$ cat src/hdl/olpt_pkg.sv
// Shared types and constants for the ordered list position table.
// Used by the channel interfaces, the controller, the datapath and the top level.
`default_nettype none

package olpt_pkg;

   localparam int OP_W     = 2;
   localparam int POS_W    = 5;
   localparam int DATA_W   = 32;
   localparam int STATUS_W = 2;
   localparam int LEN_W    = 5;

   localparam logic [OP_W-1:0] OP_INSERT = 2'd0;
   localparam logic [OP_W-1:0] OP_REMOVE = 2'd1;
   localparam logic [OP_W-1:0] OP_READ   = 2'd2;
   localparam logic [OP_W-1:0] OP_CLEAR  = 2'd3;

   localparam logic [STATUS_W-1:0] STATUS_OK    = 2'd0;
   localparam logic [STATUS_W-1:0] STATUS_RANGE = 2'd1;
   localparam logic [STATUS_W-1:0] STATUS_FULL  = 2'd2;

   typedef logic signed [DATA_W-1:0] data_type;

   // Controller to datapath: run one operation this cycle.
   typedef struct packed {
      logic execute;
   } olpt_cmd_type;

endpackage

`default_nettype wire

$ cat src/hdl/olpt_channels.sv
// Valid/ready channel interfaces for requests and responses.
// Depends on olpt_pkg for field widths.
`default_nettype none

interface olpt_req_if;
   import olpt_pkg::*;

   logic                   valid;
   logic                   ready;
   logic [OP_W-1:0]        operation;
   logic [POS_W-1:0]       position;
   logic signed [DATA_W-1:0] value;

   modport source (output valid, output operation, output position, output value,
                   input ready);
   modport sink   (input valid, input operation, input position, input value,
                   output ready);
endinterface

interface olpt_rsp_if;
   import olpt_pkg::*;

   logic                     valid;
   logic                     ready;
   logic signed [DATA_W-1:0] read_value;
   logic [STATUS_W-1:0]      status;
   logic [LEN_W-1:0]         length;

   modport source (output valid, output read_value, output status, output length,
                   input ready);
   modport sink   (input valid, input read_value, input status, input length,
                   output ready);
endinterface

`default_nettype wire

$ cat src/hdl/olpt_ctrl.sv
// Handshake controller: tracks whether a response is held and issues execute.
// Depends on olpt_pkg for the command struct.
`default_nettype none

module olpt_ctrl (
   input  wire logic                 clock,
   input  wire logic                 reset,
   input  wire logic                 req_valid,
   output logic                      req_ready,
   output logic                      rsp_valid,
   input  wire logic                 rsp_ready,
   output olpt_pkg::olpt_cmd_type    cmd
);
   import olpt_pkg::*;

   localparam logic ST_EMPTY = 1'b0;
   localparam logic ST_HELD  = 1'b1;

   logic state_ff;
   logic state_in;
   logic accept;

   // Take a new transaction when the result slot is empty or being drained.
   assign req_ready   = (state_ff == ST_EMPTY) || rsp_ready;
   assign accept      = req_valid && req_ready;
   assign rsp_valid   = (state_ff == ST_HELD);
   assign cmd.execute = accept;

   always_comb begin
      state_in = state_ff;
      case (state_ff)
         ST_EMPTY: begin
            if (accept) state_in = ST_HELD;
         end
         ST_HELD: begin
            if (accept)         state_in = ST_HELD;
            else if (rsp_ready) state_in = ST_EMPTY;
         end
         default: state_in = ST_EMPTY;
      endcase
   end

   always_ff @(posedge clock) begin
      if (reset) begin
         state_ff <= ST_EMPTY;
      end else begin
         state_ff <= state_in;
      end
   end

`ifndef SYNTHESIS
   a_accept_gives_rsp: assert property (@(posedge clock) disable iff (reset)
      accept |=> rsp_valid)
      else $error("accepted transaction produced no response");

   a_drain_empties: assert property (@(posedge clock) disable iff (reset)
      (rsp_valid && rsp_ready && !accept) |=> !rsp_valid)
      else $error("response repeated after it was taken");

   a_ready_when_empty: assert property (@(posedge clock) disable iff (reset)
      !rsp_valid |-> req_ready)
      else $error("request stalled with empty result slot");
`endif

endmodule

`default_nettype wire

$ cat src/hdl/olpt_datapath.sv
// Datapath: chain of list cells, entry count, operation checks, result register.
// Depends on olpt_pkg for codes, widths and the command struct.
`default_nettype none

module olpt_datapath #(
   parameter int CAPACITY = 16
) (
   input  wire logic                                 clock,
   input  wire logic                                 reset,
   input  wire olpt_pkg::olpt_cmd_type               cmd,
   input  wire logic [olpt_pkg::OP_W-1:0]            operation,
   input  wire logic [olpt_pkg::POS_W-1:0]           position,
   input  wire logic signed [olpt_pkg::DATA_W-1:0]   value,
   output logic signed [olpt_pkg::DATA_W-1:0]        read_value,
   output logic [olpt_pkg::STATUS_W-1:0]             status,
   output logic [olpt_pkg::LEN_W-1:0]                length
);
   import olpt_pkg::*;

   localparam int CNT_W  = $clog2(CAPACITY + 1);
   localparam int ADDR_W = $clog2(CAPACITY);
   localparam int CMP_W  = (CNT_W > POS_W) ? CNT_W : POS_W;

   data_type               cell_ff [CAPACITY];
   data_type               cell_in [CAPACITY];
   logic [CNT_W-1:0]       count_ff;
   logic [CNT_W-1:0]       count_in;
   data_type               read_value_ff;
   logic [STATUS_W-1:0]    status_ff;
   logic [LEN_W-1:0]       length_ff;

   logic [CMP_W-1:0]       pos_ext;
   logic [CMP_W-1:0]       cnt_ext;
   logic [STATUS_W-1:0]    status_now;
   logic                   insert_go;
   logic                   remove_go;
   data_type               cell_sel;
   data_type               read_now;

   assign pos_ext = CMP_W'(position);
   assign cnt_ext = CMP_W'(count_ff);

   always_comb begin
      status_now = STATUS_OK;
      case (operation)
         OP_INSERT: begin
            if (pos_ext > cnt_ext)                   status_now = STATUS_RANGE;
            else if (cnt_ext >= CMP_W'(CAPACITY))    status_now = STATUS_FULL;
         end
         OP_REMOVE, OP_READ: begin
            if (pos_ext >= cnt_ext) status_now = STATUS_RANGE;
         end
         default: status_now = STATUS_OK;
      endcase
   end

   assign insert_go = cmd.execute && (operation == OP_INSERT) && (status_now == STATUS_OK);
   assign remove_go = cmd.execute && (operation == OP_REMOVE) && (status_now == STATUS_OK);

   // Each cell loads, shifts toward the tail, shifts toward the head, or holds.
   for (genvar g = 0; g < CAPACITY; g++) begin : g_cell
      data_type from_head;
      data_type from_tail;

      if (g == 0) begin : g_first
         assign from_head = cell_ff[g];
      end else begin : g_rest
         assign from_head = cell_ff[g-1];
      end
      if (g == CAPACITY - 1) begin : g_last
         assign from_tail = cell_ff[g];
      end else begin : g_body
         assign from_tail = cell_ff[g+1];
      end

      always_comb begin
         cell_in[g] = cell_ff[g];
         if (insert_go) begin
            if (CMP_W'(g) == pos_ext)     cell_in[g] = value;
            else if (CMP_W'(g) > pos_ext) cell_in[g] = from_head;
         end else if (remove_go) begin
            if (CMP_W'(g) >= pos_ext) cell_in[g] = from_tail;
         end
      end

      always_ff @(posedge clock) begin
         cell_ff[g] <= cell_in[g];
      end
   end

   always_comb begin
      count_in = count_ff;
      if (insert_go)                                          count_in = count_ff + CNT_W'(1);
      else if (remove_go)                                     count_in = count_ff - CNT_W'(1);
      else if (cmd.execute && (operation == OP_CLEAR))        count_in = '0;
   end

   assign cell_sel = cell_ff[ADDR_W'(pos_ext)];
   assign read_now = ((operation == OP_READ) && (status_now == STATUS_OK)) ? cell_sel : '0;

   always_ff @(posedge clock) begin
      if (reset) begin
         count_ff <= '0;
      end else begin
         count_ff <= count_in;
      end
   end

   always_ff @(posedge clock) begin
      if (cmd.execute) begin
         read_value_ff <= read_now;
         status_ff     <= status_now;
         length_ff     <= LEN_W'(count_in);
      end
   end

   assign read_value = read_value_ff;
   assign status     = status_ff;
   assign length     = length_ff;

`ifndef SYNTHESIS
   a_count_bound: assert property (@(posedge clock) disable iff (reset)
      count_ff <= CNT_W'(CAPACITY))
      else $error("entry count exceeds capacity");

   a_insert_grows: assert property (@(posedge clock) disable iff (reset)
      insert_go |=> (count_ff == CNT_W'($past(count_ff) + CNT_W'(1))))
      else $error("successful insert did not grow the list");

   a_clear_empties: assert property (@(posedge clock) disable iff (reset)
      (cmd.execute && (operation == OP_CLEAR)) |=> (count_ff == '0))
      else $error("clear left entries in the list");
`endif

endmodule

`default_nettype wire

$ cat src/hdl/ordered_list_position_table_core.sv
// Ordered list position table. Holds up to CAPACITY signed 32-bit entries in a
// chain of registers plus an entry count. Each request transaction carries an
// operation (insert, remove, read, clear), a position and a value; each yields
// exactly one response transaction with the read value (zero unless a read
// succeeds), a status (ok, position out of range, list full) and the length
// after the operation, modulo 32. In every operation all cells shift, hold or
// load at once, so a request can be accepted every cycle while the consumer
// keeps taking responses. The response sits in an output register in the
// cycle after acceptance, and a new request is taken in the same cycle that
// the held response is taken. Rejected operations leave the list unchanged.
// Entries are not cleared at reset; only the count is.
// Depends on olpt_pkg, the channel interfaces, olpt_ctrl and olpt_datapath.
`default_nettype none

module ordered_list_position_table_core #(
   parameter int CAPACITY = 16
) (
   input  wire logic    clock,
   input  wire logic    reset,
   olpt_req_if.sink     req_bus,
   olpt_rsp_if.source   rsp_bus
);
   import olpt_pkg::*;

   olpt_cmd_type cmd;

   // Handshake control: hold the response until taken, issue execute on accept.
   olpt_ctrl u_ctrl (
      .clock     (clock),
      .reset     (reset),
      .req_valid (req_bus.valid),
      .req_ready (req_bus.ready),
      .rsp_valid (rsp_bus.valid),
      .rsp_ready (rsp_bus.ready),
      .cmd       (cmd)
   );

   // Cell chain, count and result register.
   olpt_datapath #(
      .CAPACITY (CAPACITY)
   ) u_datapath (
      .clock      (clock),
      .reset      (reset),
      .cmd        (cmd),
      .operation  (req_bus.operation),
      .position   (req_bus.position),
      .value      (req_bus.value),
      .read_value (rsp_bus.read_value),
      .status     (rsp_bus.status),
      .length     (rsp_bus.length)
   );

endmodule

`default_nettype wire

$ cat src/flat_wrapper.sv
// flat-port wrapper written by rule: the top's interface ports become plain ports
module ordered_list_position_table_core_flat import olpt_pkg::*;
#(
   parameter int CAPACITY = 16
)
  (clock, reset, req_bus_valid, req_bus_operation, req_bus_position, req_bus_value, req_bus_ready, rsp_bus_valid, rsp_bus_read_value, rsp_bus_status, rsp_bus_length, rsp_bus_ready);
  olpt_req_if req_bus_i ();
  olpt_rsp_if rsp_bus_i ();
  input  wire logic clock;
  input  wire logic reset;
  input wire logic [$bits(req_bus_i.valid)-1:0] req_bus_valid;
  input wire logic [$bits(req_bus_i.operation)-1:0] req_bus_operation;
  input wire logic [$bits(req_bus_i.position)-1:0] req_bus_position;
  input wire logic [$bits(req_bus_i.value)-1:0] req_bus_value;
  output wire logic [$bits(req_bus_i.ready)-1:0] req_bus_ready;
  output wire logic [$bits(rsp_bus_i.valid)-1:0] rsp_bus_valid;
  output wire logic [$bits(rsp_bus_i.read_value)-1:0] rsp_bus_read_value;
  output wire logic [$bits(rsp_bus_i.status)-1:0] rsp_bus_status;
  output wire logic [$bits(rsp_bus_i.length)-1:0] rsp_bus_length;
  input wire logic [$bits(rsp_bus_i.ready)-1:0] rsp_bus_ready;
  assign req_bus_i.valid = req_bus_valid;
  assign req_bus_i.operation = req_bus_operation;
  assign req_bus_i.position = req_bus_position;
  assign req_bus_i.value = req_bus_value;
  assign req_bus_ready = req_bus_i.ready;
  assign rsp_bus_valid = rsp_bus_i.valid;
  assign rsp_bus_read_value = rsp_bus_i.read_value;
  assign rsp_bus_status = rsp_bus_i.status;
  assign rsp_bus_length = rsp_bus_i.length;
  assign rsp_bus_i.ready = rsp_bus_ready;
  ordered_list_position_table_core #(.CAPACITY(CAPACITY)) u_core (.clock(clock), .reset(reset), .req_bus(req_bus_i), .rsp_bus(rsp_bus_i));
endmodule
$ cat config.mk
export PLATFORM = sky130hd
export DESIGN_NAME = ordered_list_position_table_core_flat
export DESIGN_NICKNAME = d
export VERILOG_FILES = /design/src/hdl/olpt_pkg.sv /design/src/hdl/olpt_channels.sv /design/src/hdl/olpt_ctrl.sv /design/src/hdl/olpt_datapath.sv /design/src/hdl/ordered_list_position_table_core.sv /design/src/flat_wrapper.sv
export SDC_FILE = /design/constraint.sdc
export NUM_CORES = 1
export LEC_CHECK = 0
export ABC_AREA = 1
export BUFFER_PORTS_ARGS = -buffer_cell sky130_fd_sc_hd__buf_2
export CORE_MARGIN = 5
export CORE_UTILIZATION = 30
export DETAILED_ROUTE_END_ITERATION = 16
export GPL_ROUTABILITY_DRIVEN = 1
export SYNTH_ARGS = -nofsm -noshare
export SYNTH_HDL_FRONTEND = slang
export SYNTH_HIERARCHICAL = 1
export SYNTH_SLANG_ARGS = --single-unit
$ cat constraint.sdc
create_clock -name clock -period 18.3 [get_ports clock]
set_clock_uncertainty 0.15 [all_clocks]
set_input_delay 4.575 -clock clock [delete_from_list [all_inputs] [get_ports clock]]
set_output_delay 4.575 -clock clock [all_outputs]
set_load 0.05 [all_outputs]
# [After elaboration in Yosys (flattened, before gate mapping)]
# Memories as Yosys holds them, arrays and structs flattened. A register that Yosys moved wholly into a read port is not among the register bits.
# Cells that the tools add are included.
[classes] n_bitwise=1 add_sub_neg=2 mux=88 n_reduce_logical=13 n_lt_le_gt_ge=33 eq_ne=18
[ops] cell="two-way mux 32 bit" count=77
[ops] cell="equality test 4 x 5 -> 1 bit, first input constant" count=8
[ops] cell="> comparator 4 x 5 -> 1 bit, first input constant" count=8
[ops] cell="greater-or-equal comparator 4 x 5 -> 1 bit, first input constant" count=7
[ops] cell="equality test 3 x 5 -> 1 bit, first input constant" count=4
[ops] cell="greater-or-equal comparator 3 x 5 -> 1 bit, first input constant" count=4
[ops] cell="> comparator 3 x 5 -> 1 bit, first input constant" count=4
[ops] cell="two-way mux 5 bit" count=3
[ops] cell="equality test 2 x 5 -> 1 bit, first input constant" count=2
[ops] cell="greater-or-equal comparator 1 x 5 -> 1 bit, first input constant" count=2
[ops] cell="greater-or-equal comparator 2 x 5 -> 1 bit, first input constant" count=2
[ops] cell="> comparator 2 x 5 -> 1 bit, first input constant" count=2
[ops] cell="logical AND 1 bit" count=7
[ops] cell="adder 5 x 1 -> 5 bit, second input constant" count=1
[ops] cell="equality test 1 x 5 -> 1 bit, first input constant" count=1
[ops] cell="greater-or-equal comparator 5 bit" count=1
[ops] cell="greater-or-equal comparator 5 bit, second input constant" count=1
[ops] cell="> comparator 1 x 5 -> 1 bit, first input constant" count=1
[ops] cell="> comparator 5 bit" count=1
[ops] cell="logical NOT 5 bit" count=1
[ops] cell="subtractor 5 x 1 -> 5 bit, second input constant" count=1
[ops] cell="equality test 2 bit, second input constant" count=2
[ops] cell="logical NOT 2 bit" count=2
[ops] cell="two-way mux 1 bit" count=4
[ops] cell="other kinds (8)" count=9
[word_totals] wordCells=160 ramBits=512 reg_bits=13 n_memories=1 inputBits=43
[mem_list] memory="u_core.u_datapath.cell_ff" depth=16 word_bits=32 read_ports=17 rd_clocked_by_memory_dff=1 write_ports=16 line="olpt_datapath.sv:24" rtl="data_type cell_ff [CAPACITY];"

# [Logic depth before layout (Yosys ltp)]
[depth] ltp_word=8 ltp_mapped=16

# [By module]
# Netlist, hierarchy kept.
[modules_own_cells] mod="olpt_datapath" cells_each=3681 n_inst=1 seq_area_each_um2=16646.0 area_each_um2=32399.8
[modules_own_cells] mod="olpt_ctrl" cells_each=6 n_inst=1 seq_area_each_um2=20.0 area_each_um2=47.5

# [Worst setup path after synthesis]
# No wires, ideal clock.
[synth_timing] kind="input to register" from="input req_bus_valid" to="memory u_core/u_datapath/cell_ff[5][0] in the netlist's numbering, enable pin" t_arrival_ns=9.545 t_required_ns=17.689 setup_slack_ns=8.143 n_path_buf=1 path_stages=7 setup_time_ns=0.461 path_cell_list="inv_1 > a21oi_1 > nand2_1 > inv_1 > o211ai_1 > clkbuf_1 > nor3_1"
[synth_lines] item="start, declared" line="flat_wrapper.sv:11" rtl="input wire logic [$bits(req_bus_i.valid)-1:0] req_bus_valid;"
[synth_lines] item="end, declared" line="olpt_datapath.sv:24"

# [Worst setup path in the final report]
[layout_timing] from="input rsp_bus_ready" to="output req_bus_ready"
[layout_between] elab_chain_len=1
[layout_rtl] item="start, declared" line="flat_wrapper.sv:20" rtl="input wire logic [$bits(rsp_bus_i.ready)-1:0] rsp_bus_ready;"
[layout_rtl] item="logical OR 1 bit" line="olpt_ctrl.sv:24" rtl="assign req_ready = (state_ff == ST_EMPTY) || rsp_ready;"
[layout_rtl] item="end, declared" line="flat_wrapper.sv:15" rtl="output wire logic [$bits(req_bus_i.ready)-1:0] req_bus_ready;"
# Every way passes these cells.

==> results.txt <==
Setup slack, reg-to-reg: 13.42 ns
Number of resized instances in the post-cts repair step: 0
Data arrival, critical path: 5.02 ns
Post-CTS setup buffer count: 0
Maximum number of buffers from clock root to sink: 3
GRT Util Overall: 0.185
Primary FF master, synth: sky130_fd_sc_hd__edfxtp_1
Per-cell routed wire length: 22.3 µm
Cells traversed along the worst timing path: buf_2 -> inv_2 -> nand2_2 -> buf_2
Post-route DRC: 0
Routability congestion estimate from global placement: 0.817
Placed cells: 4910
Most used cell along the critical path: sky130_fd_sc_hd__buf_2
Post-detailed-routing wire length: 112 mm
Leakage: 13.6 nW
Areal power density over the cells: 83.7 mW/mm²
Pre-antenna DRT Iters: 6
DRC violation total after the first TritonRoute iteration: 4264
Root Driver: sky130_fd_sc_hd__clkbuf_16
# port buffers: 83
Maximum number of pins on one net before global-route repair: 177
Critical Path RT: 13.58 ns
Global-route wire length before repair: 164 mm
Setup crit start kind: input pin
Max rail drop VDD: 0.0000738 V
Ratio of final minimum period to clock period: 0.533
Count of flip-flops with a built-in enable after synthesis: 551
Drt via density: 5.59
Psw: 0.000792 W
DP Area: 0.0338 mm²
Non-filler instance count after layout: 5021
Multi-input gate area: 0.0128 mm²
Horiz. Die Dim: 339 µm
Relative slew slack: 0.190
Hold_buf cts: 0
Slew Limit Fails: 0
Share of the synthesized area in the top cell type: 0.510
FILL cells: 11200
GR Overflow Total: 0
Number of failing setup endpoints in the final timing report: 0
Via count of the first global-routing pass: 25000
Largest area contributor in the netlist: sky130_fd_sc_hd__edfxtp_1
Initial cell density of the core: 0.303
Outcome: complete, no violations
Max stage delay on crit path: 0.26 ns
Die Height: 339 µm
CTS H-tree depth: 2
Cell types with the largest area share after synthesis: sky130_fd_sc_hd__edfxtp_1, sky130_fd_sc_hd__o21ai_0, sky130_fd_sc_hd__nand2_1
TritonCTS clock tree: done
Clock latency at the later pin of the worst-skew pair: 0.65 ns
Yosys warnings: 6
Core area: 0.107 mm²
Post-synthesis sequential element count: 557
Clock input transition at the sequential cells of the worst setup and hold paths: 0.06 ns
Crit path max fanout: 2
Time the final worst path needs with I/O delays and setup: 9.75 ns
Number of buffers created by CTS: 58
Hold path depth: 2
Mean instance size in the synthesized netlist: 8.80 µm²
Worst-margin pin slew: 1.21 ns
Finished layout cell area: 0.0357 mm²
Fraction of layout instances using a drive strength above 1: 0.112
Portion of total power attributed to sequential cells: 0.484
Master of the slowest instance on the critical path: sky130_fd_sc_hd__buf_2
Yosys cell types: 33
Area delta synth->final: 9.98%
Net switching fraction of the power: 0.265
Setup repair after global routing missed its margin: false
Final antenna-violating net count: 0
Sum Neg Setup Slack: 0 ns
Syn Inst Count: 3687
Synthesized netlist net count: 3742
Type of the setup path with the least slack: in -> out
Nets: 3622
Sequential area share after synthesis: 0.514
Endpoint class of the critical path: primary output
Clock net sink count: 557
Netlist Area Pre-Place: 0.0324 mm²
Number of I/O pins: 84
Num rows: 120
Class of the most critical hold timing path: reg -> reg
Clock power share: 0.407
Length in cells of the worst reg-to-reg path: 14
Sequential cell area: 0.0167 mm²
Total of max-cap violations: 0
Final Hold Violating Endpoints: 0
Proportion of power drawn by combinational gates: 0.108
Highest clock frequency the design can meet: 103 MHz
Asr flop ratio synth: 0
Initial antenna violation count: 8
Cell internal pwr: 0.00220 W
Number of vias after detailed routing: 28100
Hpwl dp: 62.7 mm
Die Area: 0.115 mm²
==> area by class of cell <==
cell class,count,area share
diodes,3,0.000210
multi-input cells,2338,0.357
well taps,1403,0.0492
inverters,475,0.0502
repair buffers,137,0.0235
clock inverters,35,0.00848
clock buffers,73,0.0440
flip-flops and latches,557,0.467
==> Yosys cell counts, types with 3 or more instances <==
master                     instances
sky130_fd_sc_hd__a21oi_1         146
sky130_fd_sc_hd__a22oi_1          18
sky130_fd_sc_hd__buf_1            29
sky130_fd_sc_hd__buf_12            7
sky130_fd_sc_hd__buf_2            54
sky130_fd_sc_hd__buf_4            25
sky130_fd_sc_hd__buf_6             5
sky130_fd_sc_hd__clkbuf_1        196
sky130_fd_sc_hd__dfxtp_1           6
sky130_fd_sc_hd__edfxtp_1        551
sky130_fd_sc_hd__ha_1             12
sky130_fd_sc_hd__inv_1           467
sky130_fd_sc_hd__inv_2             8
sky130_fd_sc_hd__nand2_1         772
sky130_fd_sc_hd__nand3_1          42
sky130_fd_sc_hd__nand4_1          39
sky130_fd_sc_hd__nor2_1           49
sky130_fd_sc_hd__nor2_2            3
sky130_fd_sc_hd__nor3_1            6
sky130_fd_sc_hd__o211ai_1        248
sky130_fd_sc_hd__o211ai_2         68
sky130_fd_sc_hd__o21ai_0         654
sky130_fd_sc_hd__o21ai_1          92
sky130_fd_sc_hd__o21ai_2          68
sky130_fd_sc_hd__o221ai_1         18
sky130_fd_sc_hd__o22ai_1          92
sky130_fd_sc_hd__xor2_1            3
==> registers in the layout, summed over array words and instances, names as in the netlist <==
signal                        cells
u_core/u_ctrl/rsp_valid           1
u_core/u_datapath/read_value     32
u_core/u_datapath/cell_ff       512
u_core/u_datapath/length          5
u_core/u_datapath/cnt_ext         5
u_core/u_datapath/status          2
==> routing by layer <==
| metal | wire length (µm) | track usage |
|---|---|---|
| met5 | 0 | 0 |
| met4 | 2280 | 0.0461 |
| met3 | 14100 | 0.0418 |
| met2 | 47100 | 0.270 |
| met1 | 48700 | 0.277 |
==> logic make-up after synthesis <==
group / count (synthesis) / synth area share
AO/OA/AOI/OAI: 1407 / 0.267
XOR/XNOR: 4 / 0.00108
flip-flops: 557 / 0.514
adder cells (fa/ha/maj): 12 / 0.00463
AND/OR/NAND/NOR: 915 / 0.112
buffers and inverters: 792 / 0.102
==> per-stage QoR <==
step / worst slack, ns / hold slack [ns] / power [W] / utilization
2_1_floorplan: 8.14 / 0.358 / 0.00169 / -
4_1_cts: 8.55 / 0.378 / 0.00300 / 0.333
3_5_place_dp: 8.55 / 0.369 / 0.00179 / 0.315
3_3_place_gp: 8.55 / 0.372 / 0.00179 / 0.315
6_report: 8.55 / 0.373 / 0.00299 / 0.333
5_1_grt: 8.52 / 0.395 / 0.00308 / 0.333
==> final timing paths <==
| kind | end | start |
|---|---|---|
| max | req_bus_ready | rsp_bus_ready |
| min | u_core/u_ctrl/rsp_valid$_SDFF_PP0_ | u_core/u_ctrl/rsp_valid$_SDFF_PP0_ |
| max reg2reg | u_core/u_datapath/cell_ff[8][11]$_DFFE_PP_ | u_core/u_datapath/cnt_ext[2]$_SDFF_PP0_ |
| min reg2reg | u_core/u_ctrl/rsp_valid$_SDFF_PP0_ | u_core/u_ctrl/rsp_valid$_SDFF_PP0_ |
==> critical path, delay by kind of cell <==
family	cells	cell delay, ns
buffers and inverters	3	0.38
and+or+nand+nor	1	0.06
==> cell usage in the layout, fill, tap and decap left out, drive strengths merged <==
master	instances
a21oi	147
a22oi	18
buf	137
bufinv	6
clkbuf	73
clkinv	29
dfxtp	6
diode	3
edfxtp	551
ha	12
inv	475
nand2	774
nand3	44
nand4	39
nor2	52
nor3	6
o2111ai	2
o211ai	316
o21ai	814
o221ai	18
o22ai	92
xnor2	1
xor2	3
==> power by group through the flow <==
stage | combinational, W | sequential, W | clock [W]
after floorplan | 0.000190 | 0.00150 | 0
after CTS | 0.000316 | 0.00145 | 0.00123
after global placement | 0.000312 | 0.00147 | 0
final | 0.000323 | 0.00145 | 0.00122
after detailed placement | 0.000315 | 0.00147 | 0
after global routing | 0.000347 | 0.00145 | 0.00129
Power figures use the tool's default switching activity.
